**src/rtl/pspsq_pkg.sv**
```systemverilog
`timescale 1ns / 1ps
`default_nettype none
// ----------------------------------------------------------------------------
// pspsq_pkg: shared types and constants of the pressure sensor poll sequencer
// Event codes, bus request codes, sequencer phases and field widths.
// ----------------------------------------------------------------------------
package pspsq_pkg;

    localparam int ACTION_W = 2;
    localparam int DATA_W   = 24;
    localparam int RANGE_W  = 10;
    localparam int SCALE_W  = 27;
    localparam int PRESS_W  = 28;
    localparam int TEMP_W   = 16;
    localparam int CNT_W    = 3;

    localparam logic [CNT_W-1:0] POLL_ATTEMPTS = CNT_W'(6);
    localparam logic [CNT_W-1:0] FAIL_AFTER    = CNT_W'(5);

    localparam logic [ACTION_W-1:0] ACT_TICK       = 2'd0;
    localparam logic [ACTION_W-1:0] ACT_DELAY_DONE = 2'd1;
    localparam logic [ACTION_W-1:0] ACT_BUS_DONE   = 2'd2;

    // status byte: sensor busy while this bit is set
    localparam int STATUS_BUSY_BIT = 3;

    localparam int PA_PER_BAR_INT  = 100000;
    localparam int RANGE_RESET_INT = 10;
    localparam logic [SCALE_W-1:0] PA_PER_BAR  = SCALE_W'(PA_PER_BAR_INT);
    localparam logic [SCALE_W-1:0] SCALE_RESET = SCALE_W'(RANGE_RESET_INT * PA_PER_BAR_INT);

    typedef enum logic [2:0] {
        PH_IDLE,
        PH_CMD,
        PH_DELAY,
        PH_STATUS,
        PH_PRESS,
        PH_TEMP
    } phase_t;

    typedef enum logic [2:0] {
        REQ_NONE,
        REQ_CMD,
        REQ_STATUS,
        REQ_PRESS,
        REQ_TEMP
    } req_t;

    typedef struct packed {
        logic [ACTION_W-1:0] action;
        logic                bus_error;
        logic [DATA_W-1:0]   bus_data;
    } item_t;

    typedef struct packed {
        req_t               bus_request;
        logic               start_delay;
        logic               publish;
        logic [PRESS_W-1:0] pressure_pa;
        logic [TEMP_W-1:0]  temperature_q8;
        logic               warning;
        logic               failed;
    } result_t;

endpackage
`default_nettype wire

```
**src/rtl/pspsq_scale.sv**
```systemverilog
`timescale 1ns / 1ps
`default_nettype none
// ----------------------------------------------------------------------------
// pspsq_scale: raw pressure to pascals
// Holds range_bar * 100000 as the scale factor and multiplies the signed
// 24-bit raw reading by it; the result is the product shifted right by 23
// with floor rounding.
// ----------------------------------------------------------------------------
module pspsq_scale (
    input  wire logic                         clk,
    input  wire logic                         rst_n,
    input  wire logic                         cfg_wr_en,
    input  wire logic [pspsq_pkg::RANGE_W-1:0] cfg_wr_data,
    input  wire logic [pspsq_pkg::DATA_W-1:0]  raw,
    output logic      [pspsq_pkg::PRESS_W-1:0] pressure
);
    import pspsq_pkg::*;

    localparam int PROD_W = DATA_W + SCALE_W + 1;

    logic [SCALE_W-1:0]       scale_reg;
    logic [SCALE_W-1:0]       scale_next;
    logic signed [PROD_W-1:0] product;

    // constant multiply, fits: 1023 * 100000 < 2**27
    assign scale_next = {{(SCALE_W - RANGE_W){1'b0}}, cfg_wr_data} * PA_PER_BAR;

    always_ff @(posedge clk or negedge rst_n)
    begin
        if (!rst_n)
        begin
            scale_reg <= SCALE_RESET;
        end
        else if (cfg_wr_en)
        begin
            scale_reg <= scale_next;
        end
    end

    assign product  = $signed(raw) * $signed({1'b0, scale_reg});
    // arithmetic shift by 23 is floor division by 2**23
    assign pressure = product[PRESS_W+22:23];

endmodule
`default_nettype wire

```
**src/rtl/pspsq_ctrl.sv**
```systemverilog
`timescale 1ns / 1ps
`default_nettype none
// ----------------------------------------------------------------------------
// pspsq_ctrl: measurement sequencer
// Walks command write, status polls, pressure read and temperature read;
// tracks poll attempts, consecutive failures, warning and failed flags.
// ----------------------------------------------------------------------------
module pspsq_ctrl (
    input  wire logic                          clk,
    input  wire logic                          rst_n,
    input  wire logic                          step,
    input  wire pspsq_pkg::item_t              item,
    input  wire logic [pspsq_pkg::PRESS_W-1:0] pressure_scaled,
    output pspsq_pkg::result_t                 result
);
    import pspsq_pkg::*;

    phase_t             phase_reg;
    phase_t             phase_next;
    logic [CNT_W-1:0]   poll_count_reg;
    logic [CNT_W-1:0]   poll_count_next;
    logic [CNT_W-1:0]   error_count_reg;
    logic [CNT_W-1:0]   error_count_next;
    logic               warning_reg;
    logic               warning_next;
    logic               failed_reg;
    logic               failed_next;
    logic [PRESS_W-1:0] pressure_hold_reg;
    logic [PRESS_W-1:0] pressure_hold_next;

    logic busy;
    logic polls_used;
    logic bus_done;
    logic comm_fail;
    req_t req;
    logic delay;
    logic pub;

    assign busy       = item.bus_data[STATUS_BUSY_BIT];
    assign polls_used = (poll_count_reg >= POLL_ATTEMPTS);
    assign bus_done   = !failed_reg && (item.action == ACT_BUS_DONE);

    always_comb
    begin
        comm_fail = 1'b0;
        if (bus_done)
        begin
            case (phase_reg)
                PH_CMD, PH_PRESS, PH_TEMP: comm_fail = item.bus_error;
                PH_STATUS: comm_fail = item.bus_error || (busy && polls_used);
                default: comm_fail = 1'b0;
            endcase
        end
    end

    // next state
    always_comb
    begin
        phase_next         = phase_reg;
        poll_count_next    = poll_count_reg;
        error_count_next   = error_count_reg;
        warning_next       = warning_reg;
        failed_next        = failed_reg;
        pressure_hold_next = pressure_hold_reg;
        if (comm_fail)
        begin
            warning_next = 1'b1;
            phase_next   = PH_IDLE;
            if (error_count_reg >= FAIL_AFTER)
            begin
                failed_next = 1'b1;
            end
            else
            begin
                error_count_next = error_count_reg + CNT_W'(1);
            end
        end
        else if (!failed_reg)
        begin
            case (item.action)
                ACT_TICK:
                begin
                    if (phase_reg == PH_IDLE)
                    begin
                        phase_next = PH_CMD;
                    end
                end
                ACT_DELAY_DONE:
                begin
                    if (phase_reg == PH_DELAY)
                    begin
                        phase_next = PH_STATUS;
                    end
                end
                ACT_BUS_DONE:
                begin
                    case (phase_reg)
                        PH_CMD:
                        begin
                            poll_count_next = CNT_W'(1);
                            phase_next      = PH_DELAY;
                        end
                        PH_STATUS:
                        begin
                            if (!busy)
                            begin
                                phase_next = PH_PRESS;
                            end
                            else
                            begin
                                poll_count_next = poll_count_reg + CNT_W'(1);
                                phase_next      = PH_DELAY;
                            end
                        end
                        PH_PRESS:
                        begin
                            pressure_hold_next = pressure_scaled;
                            phase_next         = PH_TEMP;
                        end
                        PH_TEMP:
                        begin
                            error_count_next = '0;
                            warning_next     = 1'b0;
                            phase_next       = PH_IDLE;
                        end
                        default: ;
                    endcase
                end
                default: ;
            endcase
        end
    end

    // outputs
    always_comb
    begin
        req   = REQ_NONE;
        delay = 1'b0;
        pub   = 1'b0;
        if (!failed_reg && !comm_fail)
        begin
            case (item.action)
                ACT_TICK:
                begin
                    if (phase_reg == PH_IDLE)
                    begin
                        req = REQ_CMD;
                    end
                end
                ACT_DELAY_DONE:
                begin
                    if (phase_reg == PH_DELAY)
                    begin
                        req = REQ_STATUS;
                    end
                end
                ACT_BUS_DONE:
                begin
                    case (phase_reg)
                        PH_CMD:    delay = 1'b1;
                        PH_STATUS:
                        begin
                            if (!busy)
                            begin
                                req = REQ_PRESS;
                            end
                            else
                            begin
                                delay = 1'b1;
                            end
                        end
                        PH_PRESS:  req = REQ_TEMP;
                        PH_TEMP:   pub = 1'b1;
                        default: ;
                    endcase
                end
                default: ;
            endcase
        end
    end

    always_comb
    begin
        result.bus_request    = req;
        result.start_delay    = delay;
        result.publish        = pub;
        result.pressure_pa    = pub ? pressure_hold_reg : '0;
        result.temperature_q8 = pub ? item.bus_data[TEMP_W-1:0] : '0;
        result.warning        = warning_next;
        result.failed         = failed_next;
    end

    always_ff @(posedge clk or negedge rst_n)
    begin
        if (!rst_n)
        begin
            phase_reg         <= PH_IDLE;
            poll_count_reg    <= '0;
            error_count_reg   <= '0;
            warning_reg       <= 1'b0;
            failed_reg        <= 1'b0;
            pressure_hold_reg <= '0;
        end
        else if (step)
        begin
            phase_reg         <= phase_next;
            poll_count_reg    <= poll_count_next;
            error_count_reg   <= error_count_next;
            warning_reg       <= warning_next;
            failed_reg        <= failed_next;
            pressure_hold_reg <= pressure_hold_next;
        end
    end

endmodule
`default_nettype wire

```
**src/rtl/pressure_sensor_poll_sequencer.sv**
```systemverilog
`timescale 1ns / 1ps
`default_nettype none
// ----------------------------------------------------------------------------
// pressure_sensor_poll_sequencer: one measurement of an I2C pressure sensor
// Input channel (in_valid/in_stall) carries events: update tick, poll delay
// elapsed, or bus transfer finished with error flag and read data. Each
// event transfer yields exactly one result transfer on the output channel
// (out_valid/out_stall): bus request, delay start, publish with pressure in
// pascals and Q8.8 temperature, plus the warning and failed flags.
// The path has two registers: an input register, then the sequencer and pressure
// multiply (24 x 28 bits) into the result register. One event is taken every
// cycle while results drain. While the output is stalled the result holds,
// one more event waits in the input register, and then in_stall rises.
// range_bar is written through cfg_wr_en/cfg_wr_data between measurements.
// Reset clears the sequencer to idle, clears the counters and flags, sets
// range_bar to 10 bar and empties both registers.
// ----------------------------------------------------------------------------
module pressure_sensor_poll_sequencer (
    input  wire logic                                 clk,
    input  wire logic                                 rst_n,
    input  wire logic                                 cfg_wr_en,
    input  wire logic        [pspsq_pkg::RANGE_W-1:0]  cfg_wr_data,
    input  wire logic                                 in_valid,
    output logic                                      in_stall,
    input  wire logic        [pspsq_pkg::ACTION_W-1:0] action,
    input  wire logic                                 bus_error,
    input  wire logic        [pspsq_pkg::DATA_W-1:0]   bus_data,
    output logic                                      out_valid,
    input  wire logic                                 out_stall,
    output logic             [2:0]                    bus_request,
    output logic                                      start_delay,
    output logic                                      publish,
    output logic signed      [pspsq_pkg::PRESS_W-1:0]  pressure_pa,
    output logic signed      [pspsq_pkg::TEMP_W-1:0]   temperature_q8,
    output logic                                      warning,
    output logic                                      failed
);
    import pspsq_pkg::*;

    logic               s1_valid_reg;
    item_t              s1_item_reg;
    logic               out_valid_reg;
    result_t            out_reg;
    logic               out_free;
    logic               step;
    logic [PRESS_W-1:0] pressure_scaled;
    result_t            result;

    assign out_free = !out_valid_reg || !out_stall;
    assign step     = s1_valid_reg && out_free;
    assign in_stall = s1_valid_reg && !out_free;

    pspsq_scale u_scale (
        .clk         (clk),
        .rst_n       (rst_n),
        .cfg_wr_en   (cfg_wr_en),
        .cfg_wr_data (cfg_wr_data),
        .raw         (s1_item_reg.bus_data),
        .pressure    (pressure_scaled)
    );

    pspsq_ctrl u_ctrl (
        .clk             (clk),
        .rst_n           (rst_n),
        .step            (step),
        .item            (s1_item_reg),
        .pressure_scaled (pressure_scaled),
        .result          (result)
    );

    always_ff @(posedge clk or negedge rst_n)
    begin
        if (!rst_n)
        begin
            s1_valid_reg  <= 1'b0;
            out_valid_reg <= 1'b0;
        end
        else
        begin
            if (!in_stall)
            begin
                s1_valid_reg <= in_valid;
            end
            if (out_free)
            begin
                out_valid_reg <= s1_valid_reg;
            end
        end
    end

    // payload: load on transfer, hold otherwise
    always_ff @(posedge clk)
    begin
        if (in_valid && !in_stall)
        begin
            s1_item_reg.action    <= action;
            s1_item_reg.bus_error <= bus_error;
            s1_item_reg.bus_data  <= bus_data;
        end
        if (step)
        begin
            out_reg <= result;
        end
    end

    assign out_valid      = out_valid_reg;
    assign bus_request    = out_reg.bus_request;
    assign start_delay    = out_reg.start_delay;
    assign publish        = out_reg.publish;
    assign pressure_pa    = out_reg.pressure_pa;
    assign temperature_q8 = out_reg.temperature_q8;
    assign warning        = out_reg.warning;
    assign failed         = out_reg.failed;

endmodule
`default_nettype wire

```
**config.mk**
```make
export PLATFORM = sky130hd
export DESIGN_NAME = pressure_sensor_poll_sequencer
export DESIGN_NICKNAME = d
export VERILOG_FILES = /design/src/rtl/pspsq_pkg.sv /design/src/rtl/pspsq_scale.sv /design/src/rtl/pspsq_ctrl.sv /design/src/rtl/pressure_sensor_poll_sequencer.sv
export SDC_FILE = /design/constraint.sdc
export NUM_CORES = 2
export LEC_CHECK = 0
export BUFFER_PORTS_ARGS = -buffer_cell sky130_fd_sc_hd__buf_2
export CELL_PAD_IN_SITES_DETAIL_PLACEMENT = 1
export CELL_PAD_IN_SITES_GLOBAL_PLACEMENT = 1
export CORE_MARGIN = 4
export CORE_UTILIZATION = 35
export DETAILED_ROUTE_END_ITERATION = 8
export PLACE_DENSITY_LB_ADDON = 0.1
export SLEW_MARGIN = 30
export SYNTH_ARGS = -nofsm -noshare
export SYNTH_HDL_FRONTEND = slang
export SYNTH_SLANG_ARGS = --single-unit
```
**constraint.sdc**
```tcl
create_clock -name clk -period 8.2 [get_ports clk]
set_input_delay 0.41 -clock clk [delete_from_list [all_inputs] [get_ports clk]]
set_output_delay 0.41 -clock clk [all_outputs]
set_load 0.03 [all_outputs]
```
==> impl_metrics.toml <==
[synth]
syn_area_mm2 = 0.0261
synthArstFlopShare_pct = 44.7
synth.distinct_cells = 58
synthFlopType = "edfxtp_1"
syn_nets = 3445
synth_cells = 2628
synth_seq_cells = 141
ys_warn_count = 0
avgSynthCellArea_um2 = 9.94
seq_area_frac_synth_pct = 15.0
synth_edf_count = 78

[placed_design]
gp_congestion = 0.847
port_buffers = 94
hpwl_um = 60900

[drt]
routedWlPerCell_um = 20.4
ant_nets = 0
drtIter0Drc = 591
via_count = 17600
finalWirelength_um = 74500
viasPerCell = 4.80
drt-pass1-iter-count = 4
route.detailed.drc = 0

[clocking]
clk_latency_ns = 0.49
root_buffer = "clkbuf_16"
cts_num_sinks = 141
tritoncts = "done"
cts_made_buffers = 17
clkTransAtPathRegs_ns = 0.07
clockBufferDepth = 2
cts_max_level = 4
post-cts-setup-buffers = 0

[sta]
slew_headroom_pct = 33.3
fin_crit_sh_pct = 93.2
whs_ns = 0.0974
hold_viol_final = 0
max_freq_mhz = 131
setup_tns_ns = 0
tightestPinTransition_ns = 1.00
drv_slew = 0
setup_viol = 0
fin_skew_ns = 0.0193
fin_crit_ns = 7.65
rsz0062_at_grt = "no"

[global_routing]
first_global_vias = 21400
grt_max_degree = 57
track_usage_pct = 20.2
grt_pass1_wl_um = 121000
overflow = 0
antenna_found_initial = 3

[die]
fp.coreArea_mm2 = 0.0735
num_io_pins = 95
die_w_um = 281
die_h_um = 281
die_area_mm2 = 0.0790
start_util_pct = 35.5
rows = 99

[worst_setup_path]
arrival_ns = 7.99
reg2reg_to = "u_ctrl.pressure_hold_reg[27]"
end_kind = "register"
cp-start-kind = "register"
slowest_stage = "edfxtp_1"
critPathMaxFanout = 15
rrSetupSlack_ns = 0.55
cp_common_cell = "fa_1"
worstPathRequired_ns = 8.55
endpoint = "u_ctrl.pressure_hold_reg[27]"
crit_start = "s1_item_reg[7]"
criticalPathCategory = "reg2reg"
critPathTopFamily = "adder cells"
reg2reg_depth = 25
cp_num_buf_inv = 6
timing.rr.start = "s1_item_reg[7]"
cp.depth = 25
max_stage_delay_ns = 0.88

[finish]
final_nets = 3505
areaGrowthSynthToFinish_pct = 8.82
layout_common_cells = "inv_1 (640), fa_1 (569), nand2_1 (308), and2_1 (281), ha_1 (206)"
drive_gt1_share_pct = 8.55
layout.cells.most_common = "inv_1"

[hold_path]
min_path_cells = 1
min_from = "action[1]"
worstHoldPathType = "in2reg"

[run]
drv_cap = 0

[status]
status = "complete, no violations"
[layout make-up]
cell class,instances,area (um2)
Inverter,641,2410
Multi-Input combinational cell,1733,19400
Timing Repair Buffer,154,948
Fill cell,8293,45000
Clock buffer,18,429
Tap cell,959,1200
Sequential cell,141,3930
Clock inverter,14,128
Antenna cell,1,2.50
[how the worst min path moves through the flow]
stage	slack (ns)	to
after floorplan	0.11	out_valid
after detailed placement	0.25	u_ctrl.poll_count_reg[2]
after global placement	0.25	u_ctrl.poll_count_reg[2]
final	0.1	s1_item_reg[26]
after global routing	0.06	s1_item_reg[26]
after CTS	0.05	s1_item_reg[26]
[logic make-up (layout without fill, tap and decap cells)]
group | Yosys count | in the layout | share of synthesized area [%]
AOI/OAI and AO/OA | 153 | 153 | 3.74
xor gates and xnor gates | 58 | 58 | 1.95
adders and majority gates | 775 | 775 | 53.5
buffers and inverters | 754 | 827 | 10.8
DFF | 141 | 141 | 15.0
muxes | 18 | 18 | 0.776
other | 0 | 1 | 0
and+or+nand+nor | 729 | 729 | 14.2
[per-layer routing]
metal | up-vias | share of wire (%) | global-route usage [%]
met2 | 260 | 52 | 36.9
met5 | - | 0 | 0
met3 | 109 | 2.9 | 2.77
li1 | 7897 | - | -
met4 | 0 | 4.2 | 7.87
met1 | 9315 | 41 | 24.1
[repair_timing]
action                                  CTS  global route
endpoints found under the setup margin    0             0
hold buffers                              1             0
gates resized for setup                   0             0
endpoints found under the hold margin     9             0
[Yosys cell counts, types with 35 or more instances]
cell type	n	area share (%)
and3_1	49	1.2
fa_1	569	44
nand2_1	308	4.4
edfxtp_1	78	9.0
and2_1	282	6.8
xnor2_1	38	1.3
o21ai_0	51	0.98
a21oi_1	35	0.67
clkbuf_1	111	1.6
inv_1	641	9.2
ha_1	206	9.9
dfrtp_1	56	5.4
[metrics by stage]
stage               worst slack (ns)  util, %  std cells  cell area (um2)
finish                         0.555     38.7       3661            28400
detailed placement             0.543     37.9       3625            27800
floorplan                       1.30        -       2628            26100
CTS                            0.515     38.6       3658            28400
global placement               0.529     37.8       3624            27800
global route                 0.00998     38.7       3660            28400
Power is left out: the tool's default activity adds up to more than one toggle a clock period on the data nets, which glitch-free logic cannot reach.
